## src/design/clwf_pkg.sv

```systemverilog
// Shared types, constants and the microcode program for the character-LCD write formatter.
// Used by clwf_sequencer, clwf_datapath and char_lcd_write_formatter_core.
package clwf_pkg;

  // Operation codes of a request item
  typedef enum logic [1:0] {
    OP_INSTR  = 2'd0,
    OP_DATA   = 2'd1,
    OP_CURSOR = 2'd2,
    OP_NUMBER = 2'd3
  } op_t;

  typedef struct packed {
    op_t         operation;
    logic [7:0]  byte_value;
    logic        row;
    logic [5:0]  column;
    logic [31:0] number;
  } req_t;

  typedef struct packed {
    logic       register_select;
    logic [7:0] bus_value;
    logic       last_transfer;
  } xfer_t;

  // Digit buffer sizing
  localparam int MAX_DIGITS  = 10;
  localparam int DIGIT_SLOTS = 20;
  localparam int DIGIT_LIMIT = (MAX_DIGITS < 1) ? 1 :
                               ((MAX_DIGITS < DIGIT_SLOTS) ? MAX_DIGITS : DIGIT_SLOTS);
  localparam int CNT_W       = $clog2(DIGIT_LIMIT + 1);
  localparam int IDX_W       = (DIGIT_LIMIT > 1) ? $clog2(DIGIT_LIMIT) : 1;

  localparam logic [7:0]  CURSOR_CMD    = 8'h80;
  localparam logic [6:0]  LINE_TWO_BASE = 7'h40;
  localparam logic [7:0]  ASCII_ZERO    = 8'h30;
  // floor(v / 10) == (v * RECIP_TEN) >> RECIP_SHIFT for every 32-bit v
  localparam logic [31:0] RECIP_TEN     = 32'hCCCC_CCCD;
  localparam int          RECIP_SHIFT   = 35;

  // Datapath actions
  typedef enum logic [2:0] {
    ACT_NOP,
    ACT_ACCEPT,
    ACT_MUL,
    ACT_DIGIT,
    ACT_POP,
    ACT_EMIT_HI,
    ACT_EMIT_LO,
    ACT_EMIT_FULL
  } act_t;

  // Jump conditions
  typedef enum logic [2:0] {
    JC_NEVER,
    JC_ALWAYS,
    JC_IS_NUMBER,
    JC_EIGHT_BIT,
    JC_MORE_DIGITS,
    JC_DIGITS_LEFT
  } cond_t;

  localparam int STEP_W = 4;
  typedef logic [STEP_W-1:0] step_t;

  // Program labels
  localparam step_t ST_ACCEPT = 4'd0;
  localparam step_t ST_BYTE   = 4'd1;
  localparam step_t ST_MUL    = 4'd2;
  localparam step_t ST_DIGIT  = 4'd3;
  localparam step_t ST_POP    = 4'd4;
  localparam step_t ST_SEND   = 4'd5;
  localparam step_t ST_HI     = 4'd6;
  localparam step_t ST_LO     = 4'd7;
  localparam step_t ST_FULL   = 4'd8;
  localparam step_t ST_CHECK  = 4'd9;
  localparam step_t ST_DONE   = 4'd10;

  typedef struct packed {
    act_t  act;
    cond_t cond;
    step_t target;
  } uword_t;

  // Status from the datapath to the sequencer
  typedef struct packed {
    logic req_valid;
    logic out_free;
    logic is_number;
    logic eight_bit;
    logic more_digits;
    logic digits_left;
  } dp_status_t;

  function automatic uword_t ucode_rom(input step_t step);
    uword_t w;
    w = '{act: ACT_NOP, cond: JC_ALWAYS, target: ST_ACCEPT};
    case (step)
      ST_ACCEPT: w = '{act: ACT_ACCEPT,    cond: JC_IS_NUMBER,   target: ST_MUL};
      ST_BYTE:   w = '{act: ACT_NOP,       cond: JC_ALWAYS,      target: ST_SEND};
      ST_MUL:    w = '{act: ACT_MUL,       cond: JC_NEVER,       target: ST_ACCEPT};
      ST_DIGIT:  w = '{act: ACT_DIGIT,     cond: JC_MORE_DIGITS, target: ST_MUL};
      ST_POP:    w = '{act: ACT_POP,       cond: JC_NEVER,       target: ST_ACCEPT};
      ST_SEND:   w = '{act: ACT_NOP,       cond: JC_EIGHT_BIT,   target: ST_FULL};
      ST_HI:     w = '{act: ACT_EMIT_HI,   cond: JC_NEVER,       target: ST_ACCEPT};
      ST_LO:     w = '{act: ACT_EMIT_LO,   cond: JC_ALWAYS,      target: ST_CHECK};
      ST_FULL:   w = '{act: ACT_EMIT_FULL, cond: JC_NEVER,       target: ST_ACCEPT};
      ST_CHECK:  w = '{act: ACT_NOP,       cond: JC_DIGITS_LEFT, target: ST_POP};
      ST_DONE:   w = '{act: ACT_NOP,       cond: JC_ALWAYS,      target: ST_ACCEPT};
      default:   w = '{act: ACT_NOP,       cond: JC_ALWAYS,      target: ST_ACCEPT};
    endcase
    return w;
  endfunction

endpackage

```

## src/design/char_lcd_write_formatter_core.sv

```systemverilog
// Top level of the character-LCD write formatter: mode register, sequencer and datapath.
// Depends on clwf_pkg, clwf_sequencer and clwf_datapath.
//
// Turns character-LCD requests into bus transfers, one result item per enable strobe.
// A request item carries an operation: instruction byte (register select 0), data
// character (register select 1), cursor move (instruction 0x80 OR the line address,
// second line based at 0x40), or a 32-bit unsigned number, sent as ASCII decimal digits
// most significant first (zero shows as a single '0'; only the lowest MAX_DIGITS digits
// are kept). With four_bit_mode set each byte leaves as two transfers, high nibble first,
// on bus bits 7..4 with bits 3..0 zero; otherwise each byte is one transfer. The last
// transfer of a request has last_transfer set. Write four_bit_mode through the cfg port
// only while the block is idle. The block works on one request at a time under a small
// microcode program and takes no new request until the last one is done; an emit step
// waits while the output is stalled. The digits come from a multiply-by-reciprocal
// divide-by-ten unit, two steps per digit (multiply, then quotient and remainder).
module char_lcd_write_formatter_core
  import clwf_pkg::*;
(
  input  logic  clk,
  input  logic  rst,
  // request channel
  input  logic  req_valid,
  output logic  req_stall,
  input  req_t  req,
  // transfer channel
  output logic  xfer_valid,
  input  logic  xfer_stall,
  output xfer_t xfer,
  // mode register write
  input  logic  cfg_valid,
  output logic  cfg_ready,
  input  logic  cfg_data
);

  uword_t     uword;
  dp_status_t status;
  logic       four_bit_mode;

  // Mode writes taken out of reset; user must send them only while idle, not enforced
  assign cfg_ready = !rst;

  always_ff @(posedge clk) begin
    if (rst) begin
      four_bit_mode <= 1'b0;
    end else if (cfg_valid && cfg_ready) begin
      four_bit_mode <= cfg_data;
    end
  end

  // Take a request only in the accept step of the program, never during reset
  assign req_stall = rst || (uword.act != ACT_ACCEPT);

  clwf_sequencer u_seq (
    .clk    (clk),
    .rst    (rst),
    .status (status),
    .uword  (uword)
  );

  clwf_datapath u_dp (
    .clk           (clk),
    .rst           (rst),
    .uword         (uword),
    .four_bit_mode (four_bit_mode),
    .req_valid     (req_valid),
    .req           (req),
    .status        (status),
    .xfer_valid    (xfer_valid),
    .xfer_stall    (xfer_stall),
    .xfer          (xfer)
  );

endmodule

```

## src/design/clwf_sequencer.sv

```systemverilog
// Step counter and microcode fetch for the character-LCD write formatter.
// Depends on clwf_pkg for the program, control word and status types.
module clwf_sequencer
  import clwf_pkg::*;
(
  input  logic       clk,
  input  logic       rst,
  input  dp_status_t status,
  output uword_t     uword
);

  step_t step;
  step_t step_next;
  logic  hold;
  logic  taken;

  assign uword = ucode_rom(step);

  always_comb begin
    case (uword.act)
      ACT_ACCEPT:    hold = !status.req_valid;
      ACT_EMIT_HI,
      ACT_EMIT_LO,
      ACT_EMIT_FULL: hold = !status.out_free;
      default:       hold = 1'b0;
    endcase
  end

  always_comb begin
    case (uword.cond)
      JC_ALWAYS:      taken = 1'b1;
      JC_IS_NUMBER:   taken = status.is_number;
      JC_EIGHT_BIT:   taken = status.eight_bit;
      JC_MORE_DIGITS: taken = status.more_digits;
      JC_DIGITS_LEFT: taken = status.digits_left;
      default:        taken = 1'b0;
    endcase
  end

  always_comb begin
    if (hold) begin
      step_next = step;
    end else if (taken) begin
      step_next = uword.target;
    end else begin
      step_next = step + step_t'(1);
    end
  end

  always_ff @(posedge clk) begin
    if (rst) begin
      step <= ST_ACCEPT;
    end else begin
      step <= step_next;
    end
  end

endmodule

```

## src/design/clwf_datapath.sv

```systemverilog
// Datapath of the character-LCD write formatter: request latch, divide-by-ten unit,
// digit buffer and output register. Depends on clwf_pkg.
module clwf_datapath
  import clwf_pkg::*;
(
  input  logic       clk,
  input  logic       rst,
  input  uword_t     uword,
  input  logic       four_bit_mode,
  input  logic       req_valid,
  input  req_t       req,
  output dp_status_t status,
  output logic       xfer_valid,
  input  logic       xfer_stall,
  output xfer_t      xfer
);

  logic             rs;
  logic [7:0]       char_byte;
  logic             last_flag;
  logic [31:0]      value;
  logic [63:0]      prod;
  logic [CNT_W-1:0] cnt;
  logic [3:0]       digits [DIGIT_LIMIT];

  logic [31:0]      quot;
  logic [31:0]      rem_full;
  logic [CNT_W-1:0] cnt_dec;
  logic [7:0]       cursor_byte;
  logic             out_free;
  logic             emit;
  xfer_t            xfer_next;

  assign quot        = 32'(prod[63:RECIP_SHIFT]);
  assign rem_full    = value - ((quot << 3) + (quot << 1));
  assign cnt_dec     = cnt - CNT_W'(1);
  assign cursor_byte = CURSOR_CMD |
                       {1'b0, (req.row ? (LINE_TWO_BASE + {1'b0, req.column})
                                       : {1'b0, req.column})};
  assign out_free    = !xfer_valid || !xfer_stall;

  // The number test looks at the request being offered in the accept step
  assign status = '{
    req_valid:   req_valid,
    out_free:    out_free,
    is_number:   (req.operation == OP_NUMBER),
    eight_bit:   !four_bit_mode,
    more_digits: (quot != 32'd0) && ((cnt + CNT_W'(1)) < CNT_W'(DIGIT_LIMIT)),
    digits_left: (cnt != '0)
  };

  always_comb begin
    emit      = 1'b0;
    xfer_next = '{register_select: rs, bus_value: char_byte, last_transfer: last_flag};
    case (uword.act)
      ACT_EMIT_HI: begin
        emit      = 1'b1;
        xfer_next = '{register_select: rs, bus_value: {char_byte[7:4], 4'b0000},
                      last_transfer: 1'b0};
      end
      ACT_EMIT_LO: begin
        emit      = 1'b1;
        xfer_next = '{register_select: rs, bus_value: {char_byte[3:0], 4'b0000},
                      last_transfer: last_flag};
      end
      ACT_EMIT_FULL: begin
        emit = 1'b1;
      end
      default: begin
        emit = 1'b0;
      end
    endcase
  end

  always_ff @(posedge clk) begin
    if (rst) begin
      cnt        <= '0;
      xfer_valid <= 1'b0;
    end else begin
      case (uword.act)
        ACT_ACCEPT: begin
          if (req_valid) begin
            cnt       <= '0;
            last_flag <= 1'b1;
            value     <= req.number;
            case (req.operation)
              OP_INSTR: begin
                rs        <= 1'b0;
                char_byte <= req.byte_value;
              end
              OP_DATA: begin
                rs        <= 1'b1;
                char_byte <= req.byte_value;
              end
              OP_CURSOR: begin
                rs        <= 1'b0;
                char_byte <= cursor_byte;
              end
              default: begin
                rs        <= 1'b1;
                char_byte <= req.byte_value;
              end
            endcase
          end
        end
        ACT_MUL: begin
          prod <= value * RECIP_TEN;
        end
        ACT_DIGIT: begin
          digits[cnt[IDX_W-1:0]] <= rem_full[3:0];
          value                  <= quot;
          cnt                    <= cnt + CNT_W'(1);
        end
        ACT_POP: begin
          char_byte <= ASCII_ZERO + {4'b0000, digits[cnt_dec[IDX_W-1:0]]};
          last_flag <= (cnt == CNT_W'(1));
          cnt       <= cnt_dec;
        end
        default: begin
        end
      endcase

      // Hold the result until taken; load a new one whenever the slot frees
      if (emit && out_free) begin
        xfer_valid <= 1'b1;
        xfer       <= xfer_next;
      end else if (!xfer_stall) begin
        xfer_valid <= 1'b0;
      end
    end
  end

endmodule

```

## config.mk

```make
export PLATFORM = sky130hd
export DESIGN_NAME = char_lcd_write_formatter_core
export DESIGN_NICKNAME = d
export VERILOG_FILES = /design/src/design/clwf_pkg.sv /design/src/design/char_lcd_write_formatter_core.sv /design/src/design/clwf_sequencer.sv /design/src/design/clwf_datapath.sv
export SDC_FILE = /design/constraint.sdc
export NUM_CORES = 1
export LEC_CHECK = 0
export ABC_CLOCK_PERIOD_IN_PS = 7100
export BUFFER_PORTS_ARGS = -buffer_cell sky130_fd_sc_hd__clkbuf_2
export CORE_MARGIN = 5
export CORE_UTILIZATION = 59
export DETAILED_ROUTE_END_ITERATION = 8
export PLACE_DENSITY = 0.84
export SETUP_SLACK_MARGIN = 0.4
export SYNTH_ARGS = -nofsm -noshare
export SYNTH_HDL_FRONTEND = slang
export SYNTH_HIERARCHICAL = 1
export SYNTH_SLANG_ARGS = --single-unit
```

## constraint.sdc

```tcl
create_clock -name clk -period 7.1 [get_ports clk]
set_input_delay 1.42 -clock clk [delete_from_list [all_inputs] [get_ports clk]]
set_output_delay 1.42 -clock clk [all_outputs]
set_load 0.005 [all_outputs]
```

Word-level counts from Yosys, hierarchy flattened
Memory sizes are Yosys's and may differ from the RTL's. A register that Yosys moved wholly into a read port is not among the register bits.
Index checks and enable logic that the tools add are counted.
{"block": "word_totals", "ff_bits": 126, "rom_bits": 160, "inputBits": 55, "elab_cells": 90, "mem_bits_rw": 40, "mem_count": 2}
{"block": "op_classes", "add_sub_neg": 7, "multipliers": 1, "n_mux": 23, "bitwise": 1, "order_cmp": 1, "eq_ne": 18, "n_reduce_logical": 25}
{"name": "(name not given)", "depth": 16, "word_bits": 10, "read_ports": 1, "rd_clocked_by_memory_dff": 1, "write_ports": 0, "line": "clwf_pkg.sv:99", "source": "case (step)"}
{"name": "u_dp.digits", "depth": 10, "word_bits": 4, "read_ports": 1, "rd_clocked_by_memory_dff": 0, "write_ports": 1, "line": "clwf_datapath.sv:24", "source": "logic [3:0] digits [DIGIT_LIMIT];"}
{"cell": "32-bit by 32-bit multiplier with 64-bit output (second input constant)", "count": 1}
{"cell": "32-bit one-hot mux with 2 select lines", "count": 1}
{"cell": "32-bit two-way mux", "count": 1}
{"cell": "32-bit nonzero test", "count": 1}
{"cell": "3-bit == test (second input constant)", "count": 6}
{"cell": "9-bit one-hot mux with 2 select lines", "count": 1}
{"cell": "4-bit two-way mux", "count": 4}
{"cell": "8-bit two-way mux", "count": 2}
{"cell": "8-bit one-hot mux with 2 select lines", "count": 1}
{"cell": "3-bit by 2-bit == test with 1-bit output (second input constant)", "count": 4}
{"cell": "4-bit one-hot mux with 3 select lines", "count": 1}
{"cell": "3-bit AND reduction", "count": 3}
{"cell": "4-bit by 1-bit adder with 4-bit output (second input constant)", "count": 2}
{"cell": "1-bit two-way mux", "count": 8}
{"cell": "6-bit by 4-bit adder with 7-bit output (first input constant)", "count": 1}
{"cell": "7-bit by 6-bit adder with 7-bit output (first input constant)", "count": 1}
{"cell": "7-bit two-way mux", "count": 1}
{"cell": "3-bit by 1-bit == test with 1-bit output (second input constant)", "count": 2}
{"cell": "1-bit logical NOT", "count": 6}
{"cell": "2-bit AND reduction", "count": 3}
{"cell": "1-bit one-hot mux with 5 select lines", "count": 1}
{"cell": "4-bit adder", "count": 1}
{"cell": "2-bit == test (second input constant)", "count": 2}
{"cell": "4-bit by 1-bit == test with 1-bit output (second input constant)", "count": 1}
{"cell": "other kinds (16)", "count": 21}

Depth between registers and ports, before layout
{"block": "logic_depth", "depth_word": 7, "depth_mapped": 26, "depth_no_buf": 26}

Modules after synthesis
The synthesis kept the hierarchy.
{"mod": "clwf_datapath", "area_each_um2": 21917.3, "cells_per_inst": 1999, "instances": 1}
{"mod": "clwf_sequencer", "area_each_um2": 885.8, "cells_per_inst": 91, "instances": 1}
{"mod": "char_lcd_write_formatter_core", "area_each_um2": 47.5, "cells_per_inst": 5, "instances": 1}

Least setup slack after synthesis
Ideal clock, no wire load.
{"block": "synth_path", "path_type": "flip-flop to flip-flop", "startpoint": "register u_dp.value[20]", "endpoint": "register u_dp.prod[62], data pin", "stages_incl_launch_ff": 26, "path_buffers": 0, "required_time_ns": 6.840, "setup_slack_ns": 0.177, "arrival_ns": 6.664, "period_less_slack_ns": 6.923, "cell_sequence": "edfxtp_1 ha_1 inv_1 fa_1 inv_1 fa_1 inv_1 fa_1 inv_1 fa_1 fa_1 fa_1 inv_1 fa_1 inv_1 ha_1 a21o_1 a221oi_2 o31ai_1 a221oi_2 o31ai_1 o21ai_2 a311oi_1 a211oi_2 o21ai_2 xor2_1"}
{"block": "synth_between", "elab_chain_len": 1}
{"element": "start, declared", "line": "clwf_datapath.sv:21", "source": "logic [31:0] value;"}
{"element": "start signal, assigned", "line": "clwf_datapath.sv:85", "source": "value <= req.number;"}
{"element": "start signal, assigned", "line": "clwf_datapath.sv:111", "source": "value <= quot;"}
{"element": "32-bit by 32-bit multiplier with 64-bit output", "line": "clwf_datapath.sv:107", "source": "prod <= value * RECIP_TEN;"}
{"element": "end signal, assigned", "line": "clwf_datapath.sv:107"}
{"element": "end, declared", "line": "clwf_datapath.sv:22", "source": "logic [63:0] prod;"}
Every way passes these cells.
A chain may end at the register's enable or synchronous reset.

Worst setup path in the final report
{"block": "layout_path", "startpoint": "register u_dp.value[2]", "endpoint": "register u_dp.prod[62], data pin"}
The elaborated chain is that of the path after synthesis.

==> results.cfg <==
[status]
outcome = finished, violations left
violations = negative setup slack

[global_route]
grt_pass1_vias = 18400
grt_use_total = 0.336
gr-total-overflow = 0
grt_first_pass_wirelength_microns = 107000
grt_max_degree = 33
antenna_found_initial = 1

[logic_synthesis]
yosys.area.top_type = fa_1
async_flop_share = 0
yosys_warnings = 6
synth_area_leaders = fa_1 (34%), ha_1 (20%), edfxtp_1 (16%)
avgSynthCellArea_sq_um = 10.9
yosys_most_used_dff = edfxtp_1
ys_types = 81
netlist_instances = 2095
synth_area_sq_mm = 0.0229
synth_edf_count = 121
seq_area_frac_synth = 0.177
synth_nets = 2896
synth.top_cell.area_share = 0.338
ys_ff_latch = 141

[timing]
hold_viol = 0
finClkSkew_ns = 0.0152
timing.final.crit_share = 1.01
layout_min_cycle_time_ns = 7.19
timing.slew.headroom = 0.211
fmax_mhz = 139
drv_slew = 0
setup_ws_ns = -0.0887
grt_setup_unrepaired = yes
tightest_slew_ns = 1.17
setup_viol = 5

[floorplan]
core_sq_mm = 0.0385
start_util = 0.594
io_pins = 68
core.rowCount = 72
die_w_microns = 207
fp.dieH_microns = 207
fp.dieArea_sq_mm = 0.0428

[worst_setup_path]
worst-path-max-fanout = 4
critPathCaptureType = register
crit_path_start_kind = register
cp_data_arrival_time_ns = 7.38
critPathRequiredTime_ns = 7.29
crit_type = register to register

[cells_and_area]
num_antenna_cells = 0
final_nets = 3182
drive_gt1_frac = 0.221
final_cell_mix = inv_1 (540), fa_1 (372), ha_1 (312)
layout_commonest_cell = inv_1
syn_to_final_growth_pct = 18.1

[clock_network]
path_clk_slew_ns = 0.07
htreeDepth = 4
cts_tree = built
cts-root-buf = clkbuf_16
cts.path.max_buffers = 2
clock_latency_ns = 0.44
cts.sinks = 141
numCtsBuffers = 17

[detailed_routing]
ant_nets = 0
vias = 17400
routedWlPerCell_microns = 24.4
initialDrtViolationCount = 1768
routed_wl_microns = 71200
viasPerCell = 5.98
drc = 0
first_pass_iters = 6

[place]
dp_slack_ns = -0.248
hpwl_microns = 58700
portBuffers = 67
gp_congestion = 1.05

[worst_hold_path]
hold_path.class = register to register

[run]
drv_cap = 0
-- flip-flops by register name (all words and copies together), names as in the netlist --
signal           count
four_bit_mode        1
u_dp/char_byte       8
u_dp/cnt             4
u_dp/digits         40
u_dp/last_flag       1
u_dp/prod           29
u_dp/rs              1
u_dp/value          32
u_dp/xfer           10
u_dp/xfer_valid      1
u_seq/step           4
u_seq/uword         10
-- path summary, 6_finish.rpt --
path                                         startpoint                 endpoint  slack, ns  cells after the start
worst max-delay path            u_dp/value[2]$_DFFE_PP_  u_dp/prod[62]$_DFFE_PP_      -0.09                     23
worst min-delay path                  u_dp/rs$_DFFE_PP_   u_dp/xfer[9]$_DFFE_PP_       0.43                      0
worst max register to register  u_dp/value[2]$_DFFE_PP_  u_dp/prod[62]$_DFFE_PP_      -0.09                     23
worst min register to register        u_dp/rs$_DFFE_PP_   u_dp/xfer[9]$_DFFE_PP_       0.43                      0
-- layer usage --
metal  wire (microns)  up-vias  global-route usage
met1            25900     8610               0.444
met4             4750        0               0.159
met5                0        -                   0
met3             7840      324              0.0737
li1                 -     7311                   -
met2            32700     1163               0.533
-- repair_timing --
action | 4_1_cts | 5_1_grt
hold buffers | 0 | 0
endpoints found under the hold margin | 0 | 0
setup buffers | 29 | 20
pin swaps | 35 | 35
resized for setup | 78 | 88
setup endpoints to repair | 28 | 28
-- area by class of cell --
cell class / count / area, sq um
Inverter: 555 / 2090
Clock inverter: 12 / 111
Tap cell: 518 / 648
Multi-Input combinational cell: 1371 / 17500
Clock buffer: 20 / 480
Fill cell: 2575 / 11500
Timing Repair Buffer: 295 / 2090
Sequential cell: 141 / 4030
-- cell usage after synthesis, types with 20 or more instances --
| cell | n |
|---|---|
| a21o_1 | 43 |
| a21oi_1 | 70 |
| and2_1 | 27 |
| clkbuf_1 | 24 |
| dfxtp_1 | 20 |
| edfxtp_1 | 121 |
| fa_1 | 386 |
| ha_1 | 360 |
| inv_1 | 555 |
| mux2_2 | 37 |
| nand2_1 | 59 |
| nor2_1 | 46 |
| nor3_1 | 21 |
| o21ai_0 | 36 |
| xnor2_1 | 42 |
| xor2_1 | 38 |
-- metrics by stage --
| step | cells | hold WS (ns) | TNS (ns) | util | cell area [sq um] |
|---|---|---|---|---|---|
| after floorplan | 2095 | 0.400 | 0 | - | 22900 |
| after global placement | 2831 | 0.407 | -0.430 | 0.654 | 25200 |
| after detailed placement | 2831 | 0.409 | -2.07 | 0.654 | 25200 |
| after CTS | 2892 | 0.429 | 0 | 0.686 | 26400 |
| after global routing | 2912 | 0.447 | -1.84 | 0.702 | 27000 |
| final | 2912 | 0.427 | -0.260 | 0.702 | 27000 |
-- critical path, stage by stage (launching register included) --
cell,delay [ns]
edfxtp_1,0.54
ha_4,0.28
xor2_1,0.19
ha_1,0.26
or2_2,0.33
fa_1,0.54
fa_1,0.45
fa_1,0.53
fa_1,0.44
fa_1,0.50
inv_1,0.05
fa_1,0.50
inv_2,0.05
ha_4,0.22
a21o_1,0.20
a221oi_4,0.30
o31ai_4,0.13
a221oi_4,0.33
o31ai_4,0.17
o21ai_4,0.29
a311oi_2,0.17
a211oi_2,0.25
o21ai_2,0.10
xor2_1,0.14
-- cell families (layout without fill, tap and decap cells) --
family,after synthesis,after routing,share of synthesized area
XOR/XNOR,80,80,0.0307
buffers and inverters,583,882,0.0961
AO/OA/AOI/OAI,231,231,0.0687
AND/OR/NAND/NOR,257,257,0.0613
multiplexers,57,57,0.0314
adder cells (fa/ha/maj),746,746,0.535
flip-flops,141,141,0.177
Power is not shown: default switching activity piles up to over one toggle a cycle in this logic, so the estimate is an artifact.
